**config.mk**
```make
export PLATFORM = sky130hd
export DESIGN_NAME = sbs_ctrl
export DESIGN_NICKNAME = d
export VERILOG_FILES = /design/src/rtl/sbs_pkg.sv /design/src/rtl/sbs_ctrl.sv
export SDC_FILE = /design/constraint.sdc
export NUM_CORES = 1
export LEC_CHECK = 0
export ABC_AREA = 1
export BUFFER_PORTS_ARGS = -buffer_cell sky130_fd_sc_hd__buf_2
export CORE_MARGIN = 2
export CORE_UTILIZATION = 27
export DETAILED_ROUTE_END_ITERATION = 8
export GPL_TIMING_DRIVEN = 0
export PLACE_DENSITY_LB_ADDON = 0.3
export SYNTH_ARGS = -nofsm -noshare
export SYNTH_HDL_FRONTEND = slang
export SYNTH_SLANG_ARGS = --single-unit
```
**constraint.sdc**
```tcl
create_clock -name clk -period 6.3 [get_ports clk]
set_input_delay 1.26 -clock clk [delete_from_list [all_inputs] [get_ports clk]]
set_output_delay 1.26 -clock clk [all_outputs]
set_load 0.05 [all_outputs]
```
**src/rtl/sbs_pkg.sv**
```systemverilog
// ----------------------------------------------------------------------------
// sbs_pkg
// Shared types and constants for the sorted store with binary search.
// ----------------------------------------------------------------------------
package sbs_pkg;

    localparam int DEFAULT_STORE_DEPTH = 256;
    localparam int VALUE_W             = 32;
    localparam int POSITION_W          = 8;

    localparam logic [1:0] CMD_CLEAR  = 2'd0;
    localparam logic [1:0] CMD_APPEND = 2'd1;
    localparam logic [1:0] CMD_SEARCH = 2'd2;

    typedef struct packed {
        logic [1:0]                 command;
        logic signed [VALUE_W-1:0]  value;
    } cmd_item_t;

    typedef struct packed {
        logic                   found;
        logic [POSITION_W-1:0]  position;
    } res_item_t;

endpackage

```
**src/rtl/sbs_ctrl.sv**
```systemverilog
// ----------------------------------------------------------------------------
// sbs_ctrl
// Command sequencer: clear, append, selection sort over the memory, binary search.
// ----------------------------------------------------------------------------
module sbs_ctrl #(
    parameter int STORE_DEPTH = 256,
    parameter int AW          = $clog2(STORE_DEPTH),
    parameter int CW          = $clog2(STORE_DEPTH + 1)
) (
    input  logic                        clk,
    input  logic                        rst_n,
    input  logic                        cmd_valid,
    output logic                        cmd_ready,
    input  sbs_pkg::cmd_item_t          cmd,
    output logic                        res_valid,
    input  logic                        res_ready,
    output sbs_pkg::res_item_t          res,
    output logic                        mem_we,
    output logic [AW-1:0]               mem_waddr,
    output logic [sbs_pkg::VALUE_W-1:0] mem_wdata,
    output logic [AW-1:0]               mem_raddr,
    input  logic [sbs_pkg::VALUE_W-1:0] mem_rdata
);

    import sbs_pkg::*;

    typedef enum logic [7:0] {
        ST_IDLE      = 8'b0000_0001,
        ST_SORT_HEAD = 8'b0000_0010,
        ST_SORT_SCAN = 8'b0000_0100,
        ST_SWAP_HEAD = 8'b0000_1000,
        ST_SWAP_PICK = 8'b0001_0000,
        ST_PROBE     = 8'b0010_0000,
        ST_COMPARE   = 8'b0100_0000,
        ST_DONE      = 8'b1000_0000
    } state_t;

    state_t                     state_reg, state_next;
    logic [CW-1:0]              count_reg, count_next;
    logic                       sorted_reg, sorted_next;
    logic                       res_valid_reg, res_valid_next;

    logic [CW-1:0]              head_reg, head_next;
    logic [CW-1:0]              scan_reg, scan_next;
    logic [AW-1:0]              rd_addr_reg, rd_addr_next;
    logic                       first_reg, first_next;
    logic signed [VALUE_W-1:0]  min_reg, min_next;
    logic signed [VALUE_W-1:0]  head_val_reg, head_val_next;
    logic [AW-1:0]              pick_reg, pick_next;
    logic signed [VALUE_W-1:0]  key_reg, key_next;
    logic [CW-1:0]              lo_reg, lo_next;
    logic [CW-1:0]              hi_reg, hi_next;
    logic [CW-1:0]              mid_reg, mid_next;
    logic                       found_reg, found_next;
    logic [POSITION_W-1:0]      pos_reg, pos_next;
    res_item_t                  res_reg, res_next;

    logic signed [VALUE_W-1:0]  rdata_s;
    logic [CW:0]                mid_sum;
    logic [CW-1:0]              mid_calc;
    logic                       cmd_take;

    assign rdata_s   = $signed(mem_rdata);
    assign mid_sum   = {1'b0, lo_reg} + {1'b0, hi_reg};
    assign mid_calc  = mid_sum[CW:1];
    assign cmd_ready = (state_reg == ST_IDLE);
    assign cmd_take  = cmd_valid && cmd_ready;
    assign res_valid = res_valid_reg;
    assign res       = res_reg;

    always_comb
    begin
        state_next     = state_reg;
        count_next     = count_reg;
        sorted_next    = sorted_reg;
        res_valid_next = res_valid_reg;
        head_next      = head_reg;
        scan_next      = scan_reg;
        rd_addr_next   = rd_addr_reg;
        first_next     = first_reg;
        min_next       = min_reg;
        head_val_next  = head_val_reg;
        pick_next      = pick_reg;
        key_next       = key_reg;
        lo_next        = lo_reg;
        hi_next        = hi_reg;
        mid_next       = mid_reg;
        found_next     = found_reg;
        pos_next       = pos_reg;
        res_next       = res_reg;
        mem_we         = 1'b0;
        mem_waddr      = head_reg[AW-1:0];
        mem_wdata      = min_reg;
        mem_raddr      = head_reg[AW-1:0];

        // The result is released once the consumer takes it.
        if (res_valid_reg && res_ready)
        begin
            res_valid_next = 1'b0;
        end

        unique case (state_reg)
            ST_IDLE:
            begin
                if (cmd_take)
                begin
                    unique case (cmd.command)
                        CMD_CLEAR:
                        begin
                            count_next  = '0;
                            sorted_next = 1'b1;
                        end
                        CMD_APPEND:
                        begin
                            if (count_reg < CW'(STORE_DEPTH))
                            begin
                                mem_we      = 1'b1;
                                mem_waddr   = count_reg[AW-1:0];
                                mem_wdata   = cmd.value;
                                count_next  = count_reg + 1'b1;
                                sorted_next = 1'b0;
                            end
                        end
                        CMD_SEARCH:
                        begin
                            key_next = cmd.value;
                            if (!sorted_reg && (count_reg > CW'(1)))
                            begin
                                head_next  = '0;
                                state_next = ST_SORT_HEAD;
                            end
                            else
                            begin
                                sorted_next = 1'b1;
                                lo_next     = '0;
                                hi_next     = count_reg;
                                state_next  = ST_PROBE;
                            end
                        end
                        default:
                        begin
                        end
                    endcase
                end
            end
            ST_SORT_HEAD:
            begin
                mem_raddr  = head_reg[AW-1:0];
                rd_addr_next = head_reg[AW-1:0];
                scan_next  = head_reg + 1'b1;
                first_next = 1'b1;
                state_next = ST_SORT_SCAN;
            end
            ST_SORT_SCAN:
            begin
                // Read data here belongs to the address issued in the previous cycle.
                if (first_reg)
                begin
                    head_val_next = rdata_s;
                    min_next      = rdata_s;
                    pick_next     = head_reg[AW-1:0];
                end
                else if (rdata_s < min_reg)
                begin
                    min_next  = rdata_s;
                    pick_next = rd_addr_reg;
                end
                first_next = 1'b0;
                if (scan_reg < count_reg)
                begin
                    mem_raddr    = scan_reg[AW-1:0];
                    rd_addr_next = scan_reg[AW-1:0];
                    scan_next    = scan_reg + 1'b1;
                end
                else
                begin
                    state_next = ST_SWAP_HEAD;
                end
            end
            ST_SWAP_HEAD:
            begin
                mem_we     = 1'b1;
                mem_waddr  = head_reg[AW-1:0];
                mem_wdata  = min_reg;
                state_next = ST_SWAP_PICK;
            end
            ST_SWAP_PICK:
            begin
                mem_we    = 1'b1;
                mem_waddr = pick_reg;
                mem_wdata = head_val_reg;
                head_next = head_reg + 1'b1;
                if (({1'b0, head_reg} + (CW+1)'(2)) < {1'b0, count_reg})
                begin
                    state_next = ST_SORT_HEAD;
                end
                else
                begin
                    sorted_next = 1'b1;
                    lo_next     = '0;
                    hi_next     = count_reg;
                    state_next  = ST_PROBE;
                end
            end
            ST_PROBE:
            begin
                if (lo_reg < hi_reg)
                begin
                    mid_next   = mid_calc;
                    mem_raddr  = mid_calc[AW-1:0];
                    state_next = ST_COMPARE;
                end
                else
                begin
                    found_next = 1'b0;
                    pos_next   = '0;
                    state_next = ST_DONE;
                end
            end
            ST_COMPARE:
            begin
                if (rdata_s == key_reg)
                begin
                    found_next = 1'b1;
                    pos_next   = POSITION_W'(mid_reg);
                    state_next = ST_DONE;
                end
                else if (rdata_s > key_reg)
                begin
                    hi_next    = mid_reg;
                    state_next = ST_PROBE;
                end
                else
                begin
                    lo_next    = mid_reg + 1'b1;
                    state_next = ST_PROBE;
                end
            end
            ST_DONE:
            begin
                if (!res_valid_reg || res_ready)
                begin
                    res_next.found    = found_reg;
                    res_next.position = pos_reg;
                    res_valid_next    = 1'b1;
                    state_next        = ST_IDLE;
                end
            end
            default:
            begin
                state_next = ST_IDLE;
            end
        endcase
    end

    always_ff @(posedge clk or negedge rst_n)
    begin
        if (!rst_n)
        begin
            state_reg     <= ST_IDLE;
            count_reg     <= '0;
            sorted_reg    <= 1'b1;
            res_valid_reg <= 1'b0;
            head_reg      <= '0;
            scan_reg      <= '0;
            first_reg     <= 1'b0;
            lo_reg        <= '0;
            hi_reg        <= '0;
        end
        else
        begin
            state_reg     <= state_next;
            count_reg     <= count_next;
            sorted_reg    <= sorted_next;
            res_valid_reg <= res_valid_next;
            head_reg      <= head_next;
            scan_reg      <= scan_next;
            first_reg     <= first_next;
            lo_reg        <= lo_next;
            hi_reg        <= hi_next;
        end
    end

    always_ff @(posedge clk)
    begin
        rd_addr_reg  <= rd_addr_next;
        min_reg      <= min_next;
        head_val_reg <= head_val_next;
        pick_reg     <= pick_next;
        key_reg      <= key_next;
        mid_reg      <= mid_next;
        found_reg    <= found_next;
        pos_reg      <= pos_next;
        res_reg      <= res_next;
    end

endmodule

```
==> metrics.md, run 1 <==
| Metric | Value |
|---|---|
| Outcome | finished, final reports clean |
| Placer Congestion | roughly 0.85 |
| Critical Path AT | between 3 and 4 ns |
| FF+latch count, synth | roughly 200 |
| Final period util | 76.3% |
| Routed len/inst | 18.5 µm |
| Vias in the first global route | ~9000 |
| Overall Power | 5.04 mW |
| Clock Tree Buf Depth | 2 |
| Post-Route WL | ~36 mm |
| Min Tclk post-route | 4.81 ns |
| Clock Pin Slew Worst Setup and Hold Paths | 0.07 ns |
| Pleak | about 6 nW |
| Least-Margin Pin Slew | 1.17 ns |
| Vias/cell | 4.81 |
| Worst setup margin | approximately 1.5 ns |
| CTS hold repair buffers | 0 |
| Hold WS | approximately 0.42 ns |
| Remaining antenna violation count | 0 |
| Non-Filler Instances | approximately 2000 |
| Initial antenna violation count | 2 |
| Storage cell area | 5580 µm² |
| Largest net degree at the start of global routing | 57 |
| Worst clock skew | 0.0126 ns |
| Final Hold Viols | 0 |
| Syn Inst Count | between 1000 and 1500 |
| WS Path Type | reg -> out |
| Inst Count DP | between 1500 and 2000 |
| Layout cells sized above 1 | 14.8% |
| Synth Area in Simple Gates | 16.3% |
| Sequential element share of the synthesized area | between 40 and 50% |
| Post-synth top cells | nand2_1 (247), inv_1 (187), edfxtp_1 (139), ha_1 (101), a21oi_1 (83) |
| PwrDens | between 300 and 400 nW/µm² |
| Distinct cells, synth | 52 |
| Post-route cell area | about 13000 µm² |
| Fillers | about 4400 |
| EDFF count, synth | between 100 and 150 |
| Max-cap violations | 0 |
| GR Overflow Total | 0 |
| Die area | around 44000 µm² |
| Area leader, netlist | edfxtp_1 |
| Via count | around 9400 |
| Root buffer cell | clkbuf_16 |
| CTS tree | done |
| Clk_lat worst skew | 0.45 ns |
| Detailed Place HPWL | 27.1 mm |
| Relative slew slack | a little over a fifth |
| Worst Hold Class | reg -> reg |
| Multi-input gate area | between 4000 and 5000 µm² |
| Layout area overhead | 17.7% |
| Worst slack at placement | 1.60 ns |
| YS warnings | 0 |
| First-pass GRT wire length | 54.6 mm |
| Top FF cell, synth | edfxtp_1 |
| Initial core utilization | between 20 and 30% |
| Mapped Area | between 10000 and 15000 µm² |
| Async S/R FF share, synth | around 29% |
| Syn Nets | 1417 |
| H-tree Lvls | 4 |
| CP Data Required Time | around 5.0 ns |
| Buffers on Ports | about 130 |
| VDD IR max | ~0.00024 V |
| Synth top area share | a little over a third |
| Fmax | just over 200 MHz |
| Crit. End Element | primary output |
| Largest cells by area after synthesis | edfxtp_1 (37%), dfrtp_1 (12%), ha_1 (11%), nand2_1 (8.1%), inv_1 (6.1%) |
| Final setup violation count | 0 |
| Final Core Density | about 32% |
| Core Footprint | about 42000 µm² |
| RSZ-0062 raised after global routing | false |
| Largest family of logic cells by synthesized area | simple AND/OR/NAND/NOR gates |
| Final setup TNS | 0 ns |
| I/O pin count | 130 |
| Nets | roughly 1600 |
| Row cnt | 75 |
| Drt drc | 0 |
| 1st-pass router iterations | 5 |
| Avg Synthesized Cell Area | 9.17 µm² |
| CTS Sinks | approximately 200 |
| Die width | between 200 and 250 µm |
| CP Launch Type | register |
| CP max FO | 16 |
| TritonCTS buffer count | 17 |
| Postcts setup bufs | 0 |
| Cell Area, Placed | roughly 13000 µm² |
| Die Span Y | 210 µm |
| DR iter-0 viols | between 800 and 900 |
| Total Routing Usage GR | between 15 and 20% |
| Most instantiated library cell after synthesis | nand2_1 |
| Compound-gate portion of the synthesized area | between 10% and 20% |
| Post-CTS Resized | 0 |
| Post-synthesis mux area share | 0% |
| Synth Area in XOR/XNOR | between 1.5 and 2% |
| Final Max Slew Viols | 0 |
| Adder-cell share of the synthesized area | between 10 and 15% |
[cells in the final DEF (no fill, tap or decap), types with 6 or more instances in the layout]
| master | Yosys | final |
|---|---|---|
| o21bai_1 | 10 | 10 |
| edfxtp_1 | 139 | 139 |
| ha_1 | 101 | 101 |
| nand4_1 | 15 | 15 |
| o22ai_1 | 8 | 8 |
| clkbuf_16 | 0 | 18 |
| o21ai_0 | 82 | 82 |
| o21ai_1 | 11 | 11 |
| nand3b_1 | 6 | 6 |
| inv_1 | 187 | 186 |
| nor2_1 | 63 | 62 |
| a21oi_1 | 83 | 83 |
| inv_2 | 7 | 8 |
| clkbuf_1 | 22 | 23 |
| o211ai_1 | 61 | 61 |
| xor2_1 | 20 | 20 |
| nor3_1 | 17 | 16 |
| nand2_1 | 247 | 247 |
| dfrtp_1 | 54 | 54 |
| nand3_1 | 48 | 48 |
| buf_2 | 6 | 134 |
[worst paths after layout]
| check | from | end | slack (ns) | cells past startpoint |
|---|---|---|---|---|
| hold reg to reg | pos_reg[2] | res[2] | 0.42 | 0 |
| hold / removal | pos_reg[2] | res[2] | 0.42 | 0 |
| setup / recovery | lo_reg[4] | mem_raddr[5] | 1.49 | 9 |
| max in group asynchronous | rst_n | count_reg[4] | 4.87 | 1 |
| min in group asynchronous | rst_n | lo_reg[5] | 0.87 | 1 |
| setup reg to reg | head_reg[6] | lo_reg[8] | 3.14 | 15 |
[critical path, stage by stage, from the launching register on]
cell,delay (ns)
dfrtp_1,0.41
ha_1,0.38
a21oi_1,0.17
o21ai_0,0.10
nand2_1,0.07
nand3_1,0.18
nor2_1,0.93
nand2_1,0.24
o211ai_1,0.26
buf_2,0.35
[routing by layer]
layer	track usage [%]	share of wire, %	vias to the layer above
met1	22.7	45	4511
met2	27.2	47	298
li1	-	-	4578
met3	2.38	5.8	26
met4	4.43	1.3	0
met5	0	0	-
[power by group]
group	switching (mW)	internal (mW)	total [mW]
Combinational	1.71	0.573	2.28
Sequential	0.120	1.53	1.65
Clock	0.539	0.569	1.11
Total	2.37	2.67	5.04
[cell type report]
| type | count | share of cell area (%) |
|---|---|---|
| Timing Repair Buffer | 135 | 5.46 |
| Clock buffer | 21 | 3.58 |
| Clock inverter | 11 | 0.829 |
| Sequential cell | 195 | 41.5 |
| Antenna cell | 5 | 0.0931 |
| Tap cell | 539 | 5.02 |
| Multi-Input combinational cell | 819 | 36.9 |
| Buffer | 34 | 1.10 |
| Inverter | 197 | 5.51 |
[kinds of logic (layout without fill, tap and decap cells)]
| family | Yosys count | in the layout |
|---|---|---|
| buffers and inverters | 231 | 398 |
| other | 0 | 5 |
| adder cells (fa/ha/maj) | 102 | 102 |
| flip-flops | 195 | 195 |
| AND/OR/NAND/NOR | 422 | 422 |
| AO/OA/AOI/OAI | 273 | 273 |
| XOR/XNOR | 22 | 22 |
Power figures use the tool's default switching activity.
==> run 2, diff against run 1 <==
- ABC_AREA: 1 -> 0
- clock period: 6.3 -> 4.7 ns (I/O delays scaled with it)
==> run 2 against run 1 <==
  * Sequential cell count unchanged
  * First-iteration DRC count fell by 25%
  * Non-clock buffer count did not move
  * Largest power group is now registers
  * Die area fell by 3.6%
  * Design area shrank 3.2%
  * Highest routed layer unchanged
  * Area after synthesis fell by 3.7%
  * Total power is 19% higher
==> metrics.md, run 2 <==
| Metric | Value |
|---|---|
| EDFF count, synth | 139 (unchanged) |
| Initial core utilization | 27.5% (+0.21 points) |
| Clock Tree Buf Depth | 2 (unchanged) |
| CTS tree | done |
| Die width | 206 µm (-1.8%) |
| Fmax | roughly 220 MHz |
| Crit. End Element | primary output |
| CP max FO | 18 (+2) |
| Relative slew slack | 39.9% (+18 points) |
| Buffers on Ports | 129 (unchanged) |
| TritonCTS buffer count | 17 (unchanged) |
| CP Launch Type | register |
| Mapped Area | 11000 µm² (-3.7%) |
| First-pass GRT wire length | 48.7 mm (-11%) |
| Syn Nets | 1201 (-15%) |
| Sequential element share of the synthesized area | 50.7% (+1.9 points) |
| Largest net degree at the start of global routing | 57 (unchanged) |
| N_diodes | 0 (-5) |
| Die area | 42300 µm² (-3.6%) |
| Inst Count DP | 1688 (-12%) |
| Final Hold Viols | 0 (unchanged) |
| CTS Sinks | 195 (unchanged) |
| Overall Power | 6.01 mW (+19%) |
| Syn Inst Count | 1029 (-17%) |
| Clk_lat worst skew | 0.44 ns (about the same) |
| Remaining antenna violation count | 0 (unchanged) |
| Worst slack at placement | 0.383 ns (-1.22 ns) |
| Clock Pin Slew Worst Setup and Hold Paths | 0.07 ns (about the same) |
| R2R Setup Slk | 1.20 ns (-1.94 ns) |
| H-tree Lvls | 4 (unchanged) |
| Comb pwr share | 37.5% (-7.8 points) |
| Layout cells sized above 1 | 17.3% (+2.5 points) |
| Routed len/inst | 18.9 µm (+1.9%) |
| Largest cells by area after synthesis | edfxtp_1 (38%), dfrtp_1 (12%), ha_1 (11%), nand2_1 (4.7%), inv_1 (3.4%) |
| Distinct cells, synth | 71 (+37%) |
| Critical Path AT | 3.59 ns (+0.04 ns) |
| WS Path Type | reg -> out |
| Worst clock skew | 0.0127 ns (+0.000125 ns) |
| Detailed Place HPWL | 24.7 mm (-8.8%) |
| Least-Margin Pin Slew | 0.901 ns (-0.268 ns) |
| Core Footprint | 40000 µm² (-4.4%) |
| Sequential power share | 38.5% (+5.8 points) |
| Max stage delay on crit path | 0.73 ns (-0.20 ns) |
| Die Span Y | 206 µm (-1.8%) |
| Vias in the first global route | 8158 (-9.8%) |
| Non-Filler Instances | 1719 (-12%) |
| Avg Synthesized Cell Area | 10.7 µm² (+17%) |
| 1st-pass router iterations | 6 (+1) |
| CP Data Required Time | 3.76 ns (-1.28 ns) |
| CP most frequent cell | buf_2 |
| Root buffer cell | clkbuf_16 |
| Placer Congestion | 0.848 (about the same) |
| Worst Hold Class | reg -> reg |
| Vias/cell | 4.91 (+2.0%) |
| Async S/R FF share, synth | 28.7% (unchanged) |
| Final Core Density | 32.5% (+0.41 points) |
| DR iter-0 viols | 618 (-25%) |
| Clk pwr share | 24.0% (+2.0 points) |
| VDD IR max | 0.000289 V (+22%) |
| I/O pin count | 130 (unchanged) |
| FF+latch count, synth | 195 (unchanged) |
| Final setup TNS | 0 ns (unchanged) |
| Layout area overhead | 18.4% |
| Synth top area share | 38.0% (+1.4 points) |
| Initial antenna violation count | 0 (-2) |
| Top delay family on crit path | compound AO/OA/AOI/OAI gates |
| GR Overflow Total | 0 (unchanged) |
| Final period util | between 90% and 100% |
| Area leader, netlist | edfxtp_1 |
| Commonest non-fill, non-tap cells in the layout | buf_2 (139), edfxtp_1 (139), nand2_1 (137) |
| Top FF cell, synth | edfxtp_1 |
| Int Pwr | 3.52 mW (+32%) |
| Sw Share | 41.4% (-5.6 points) |
| Most instantiated library cell after synthesis | edfxtp_1 |
| Total Routing Usage GR | 15.5% (-1.0 points) |
| Via count | 8434 (-10%) |
| CTS hold repair buffers | 0 (unchanged) |
| Drt drc | 0 (unchanged) |
| Crit-path slowest cell | a2111oi_0 |
| Row cnt | 73 (-2.7%) |
| Nets | 1354 (-14%) |
| Crit path buffers/inverters | 2 (+1) |
| Max-cap violations | 0 (unchanged) |
| YS warnings | 0 (unchanged) |
| Outcome | finished, final reports clean |
| Crit-path cells | ha_1 > a21o_1 > a21oi_1 > o21ai_0 > a2111oi_0 > buf_2 > and2_1 > a221o_1 > buf_2 |
| Final Max Slew Viols | 0 (unchanged) |
| RSZ-0062 raised after global routing | false |
| NetSw | 2.49 mW (+5.1%) |
| Worst setup margin | 0.168 ns (-1.32 ns) |
| Post-synth top cells | edfxtp_1 (139), nand2_1 (137), ha_1 (101), inv_1 (101), dfrtp_1 (54) |
| Final setup violation count | 0 (unchanged) |
| PwrDens | 462 nW/µm² (+23%) |
| Post-Route WL | 32.4 mm (-10%) |
| Pleak | 5.78 nW (-3.3%) |
| Min Tclk post-route | ~4.5 ns |
run 2: cell types whose count changed after synthesis, sizes merged, moves of 17 or more:
| cell | previous run | this run |
|---|---|---|
| a21oi | 84 | 49 |
| o211ai | 61 | 8 |
| inv | 194 | 102 |
| nand3 | 49 | 25 |
| mux2 | 0 | 17 |
| a21o | 1 | 18 |
| nor2 | 70 | 48 |
| nand2 | 252 | 138 |
| o21ai | 94 | 40 |
| and2 | 0 | 17 |
| a22oi | 4 | 40 |
run 2: layout make-up:
cell class | instances | area (µm²)
clock buffer | 17 | 425
buffer | 35 | 150
tap | 525 | 657
clock inverter | 14 | 143
sequential | 195 | 5580
multi-input combinational | 697 | 4910
timing repair buffer | 134 | 761
fill | 4079 | 27000
inverter | 102 | 383
run 2: cells by family (layout without fill, tap and decap cells):
| family | count (synthesis) | after routing | share of synthesized area, % |
|---|---|---|---|
| adder cells (fa/ha/maj) | 102 | 102 | 11.7 |
| AO/OA/AOI/OAI | 230 | 230 | 14.2 |
| XOR/XNOR | 26 | 26 | 2.07 |
| AND/OR/NAND/NOR | 312 | 312 | 13.8 |
| buffers and inverters | 137 | 302 | 4.84 |
| flip-flops | 195 | 195 | 50.7 |
| multiplexers | 27 | 27 | 2.65 |
run 2: per-layer routing:
layer | up-vias | wire (µm) | GRT usage, %
li1 | 4042 | - | -
met1 | 4148 | 14700 | 20.6
met2 | 211 | 15600 | 26.1
met3 | 33 | 1550 | 2.06
met4 | 0 | 569 | 4.69
met5 | - | 0 | 0
run 2: path summary, 6_finish.rpt:
| check | endpoint | cells after the start | startpoint |
|---|---|---|---|
| worst max-delay path | mem_raddr[6] | 9 | lo_reg[1] |
| worst min-delay path | res[4] | 0 | pos_reg[4] |
| worst max register to register | hi_reg[0] | 8 | state_reg[1] |
| worst min register to register | res[4] | 0 | pos_reg[4] |
| max in group asynchronous | head_reg[4] | 1 | rst_n |
| min in group asynchronous | lo_reg[5] | 1 | rst_n |
run 2: metrics by stage:
stage / instance area, µm² / hold slack (ns)
finish: 13000 / 0.420
floorplan: 11000 / 0.400
global placement: 12300 / 0.408
CTS: 13000 / 0.422
detailed placement: 12400 / 0.405
global route: 13000 / 0.437
run 2: what timing repair did:
| item | in CTS | in global routing |
|---|---|---|
| endpoints found under the setup margin | 1 | 0 |
| resized for setup | 1 | 0 |
| setup buffers | 0 | 0 |
run 2: power by group through the flow:
stage | Combinational, mW | Clock [mW] | Sequential (mW)
after floorplan | 1.57 | 0 | 2.28
after global placement | 2.21 | 0 | 2.35
after CTS | 2.27 | 1.47 | 2.31
after global routing | 2.45 | 1.53 | 2.34
final | 2.25 | 1.44 | 2.31
after detailed placement | 2.26 | 0 | 2.35
